==> src/rtl/core/gbf_ram.sv <==
module gbf_ram #(
    parameter int WIDTH = 8,
    parameter int DEPTH = 64
) (
    input  logic                     clk,
    input  logic                     we,
    input  logic [$clog2(DEPTH)-1:0] waddr,
    input  logic [WIDTH-1:0]         wdata,
    input  logic [$clog2(DEPTH)-1:0] raddr,
    output logic [WIDTH-1:0]         rdata
);

    logic [WIDTH-1:0] mem [DEPTH];

    always_ff @(posedge clk)
    begin
        if (we)
        begin
            mem[waddr] <= wdata;
        end
        rdata <= mem[raddr];
    end

endmodule

==> config.mk <==
export PLATFORM = sky130hd
export DESIGN_NAME = gbf_ram
export DESIGN_NICKNAME = d
export VERILOG_FILES = /design/src/rtl/core/gbf_ram.sv
export SDC_FILE = /design/constraint.sdc
export NUM_CORES = 1
export LEC_CHECK = 0
export ABC_AREA = 1
export ABC_CLOCK_PERIOD_IN_PS = 4270
export BUFFER_PORTS_ARGS = -buffer_cell sky130_fd_sc_hd__clkbuf_2
export CAP_MARGIN = 10
export CORE_AREA = 2 2 232 234
export CTS_CLUSTER_DIAMETER = 40
export DETAILED_ROUTE_END_ITERATION = 6
export DIE_AREA = 0 0 234 236
export GPL_TIMING_DRIVEN = 0
export PLACE_DENSITY = 0.56
export SYNTH_ARGS = -nofsm -noshare
export SYNTH_HDL_FRONTEND = slang
export SYNTH_SLANG_ARGS = --single-unit
==> constraint.sdc <==
create_clock -name clk -period 4.27 [get_ports clk]
set_input_delay 0.6405 -clock clk [delete_from_list [all_inputs] [get_ports clk]]
set_output_delay 0.6405 -clock clk [all_outputs]
set_load 0.01 [all_outputs]
==> metrics <==
flop2flop setup slack approximately 2.7 ns; post-cts resize count 0; ys flop type edfxtp_1; vias in the first global route ~14000; Hold-fix buffers, CTS 0; Max Fclk around 350 MHz; Hold Path Sink rdata[0]; final setup vio count 0; hold path depth 3; largest net degree at the start of global routing 65; initial core utilization 0.4021; Lkg Pwr around 9 nW; H-tree levels 3; Netlist cell types 16; Fin. Hold Viols 0; core area roughly 53000 sq um; CP max FO 9; Die Area 55220 sq um; synthesized area per cell about 12 sq um; RSZ-0062 raised after global routing false; ys async rst share 0; worst min path class in2reg; top cells by area, synth edfxtp_1 (72%), nand2_1 (11%), nand3_1 (10%), buf_6 (1.8%), nor2_1 (0.99%); share of layout cells above drive strength 1 0.1256; Fill cells 4700; Setup TNS Final 0 ns; post-CTS setup buffer count 0; Via-to-Cell Ratio 5.397; routed wire length about 64 mm; area of the multi-input gates 4996 sq um; Total Nets Final 1931; outcome complete, no violations; count leader, synth nand2_1; Pwr Density just under 500 nW/um^2; Slew HR 0.2814; First-pass DRT Iterations 6; ANT nets after route 0; VDD IR max ~570 uV; die span in x between 200 and 250 microns; WP data required 4.47 ns; port buffer count 21; Max Buffers Root-to-Sink 3; Worst Skew roughly 0.015 ns; worst-case reg-to-reg path depth 8; Seq. cell area 15530 sq um; CP arrival 3.04 ns; placed cell count between 2000 and 3000; Slew Viols, Final 0; post-synthesis cell count 1805; first-pass GRT wire length 92.60 mm; total global routing track utilization 0.2346; Rows 85; GRT overflow 0; CP endpoint kind flip-flop; Ports 30; Final Cycle Share 0.6650; CP startpoint kind input port; post-synth top area share 0.7205; worst-margin pin slew between 1 and 1.5 ns; area leader, netlist edfxtp_1; CTS root buf clkbuf_16; Wirelength per Cell 24.02 microns; Seq/Total Area, Yosys 0.7280; GP Congestion 0.9118; initial antenna violation count 0; launch point of the worst hold path raddr[5]; Max-Cap Viols 0; Synth Warn # 0; Hold WS 0.6007 ns; CTS tree yes; HPWL after detailed placement 42.30 mm; #FFs+latches synth between 500 and 600; Worst-Skew Late Latency roughly 0.6 ns; Worst R2R End rdata[6]; ANT cells 0; Reg2Reg Launch Point mem[61][6]; drc violations 0; Layout Cells excl Fill 2662; Iter 0 DRT Violations around 1400; TritonCTS Buffers 72; via count ~14000; Syn-to-layout area delta 16.40%; chip height about 240 microns; syn_nets 1827; Post-Syn Area between 20000 and 25000 sq um; Clock Sink Count 520; Clk pin slew, worst setup/hold paths about 0.05 ns; Pwr Total 0.01224 W; minimum clock period 2.839 ns; Synth top cells by count nand2_1 (648), edfxtp_1 (512), nand3_1 (439); CP Class in2reg; Post-synth EDFFs 512
==> metal layers <==
metal  routed length, microns  up-vias  global-route usage
li1                         -     6593                   -
met1                    27360     7068              0.3288
met2                    29960      602              0.3701
met3                     4880      105             0.04594
met4                     1740        0             0.07020
met5                        0        -                   0
==> metrics by stage <==
step	worst slack, ns	utilization	cell area [sq um]
global route	1.434	0.4680	24840
floorplan	1.863	-	21340
global placement	0.8788	0.4205	22320
detailed placement	0.9164	0.4235	22470
CTS	1.518	0.4680	24840
finish	1.431	0.4680	24840
==> layout by cell type, fill, tap and decap left out, types with 2 or more instances in the layout <==
cell type   count
nand2_1       648
buf_6          35
edfxtp_1      512
buf_8           2
buf_2          37
clkbuf_16      77
clkinvlp_4      9
inv_6          10
clkinv_4        9
inv_8           3
bufinv_16       3
nand4_1         9
buf_12          2
clkinv_1       10
buf_4          21
nand3_1       439
dfxtp_1         8
clkbuf_4        6
clkbuf_1       17
nor4_2          8
inv_1          10
clkbuf_2       15
clkinv_2        9
nor2_1         56
buf_1          10
==> registers in the layout (all words and copies together), names as in the netlist <==
register  flops
rdata         8
mem         512
==> worst max-delay path by stage <==
stage | from | end | slack (ns) | cells after the start
floorplan | we | mem[48][0] | 1.86 | 3
CTS | waddr[1] | mem[25][4] | 1.52 | 4
finish | waddr[1] | mem[25][4] | 1.43 | 4
detailed placement | waddr[1] | mem[25][3] | 0.92 | 4
global route | waddr[1] | mem[25][4] | 1.43 | 4
global placement | waddr[3] | mem[49][3] | 0.88 | 4
==> cells by family after synthesis <==
group                  synth area share
buffers and inverters           0.04022
DFF                              0.7280
and+or+nand+nor                  0.2318
==> report_power, final <==
part / switching [W] / leakage, nW / total (W) / internal (W)
Clock: 0.00230 / 1.14 / 0.00581 / 0.00350
Combinational: 0.000573 / 3.19 / 0.000769 / 0.000196
Sequential: 0.0000106 / 4.67 / 0.00567 / 0.00565
Total: 0.00289 / 9.01 / 0.0122 / 0.00935
==> critical path, stage by stage <==
cell	delay, ns
clkbuf_1	0.27
inv_1	0.35
nand4_1	0.69
nor2_1	1.08
==> layout make-up <==
| class | count | area share |
|---|---|---|
| inverters | 12 | 0.002015 |
| flip-flops and latches | 520 | 0.6254 |
| clock inverters | 52 | 0.01738 |
| well taps | 696 | 0.03506 |
| clock buffers | 79 | 0.07788 |
| repair buffers | 30 | 0.008563 |
| multi-input cells | 1160 | 0.2011 |
| plain buffers | 113 | 0.03254 |
(Power assumes the default switching activity.)
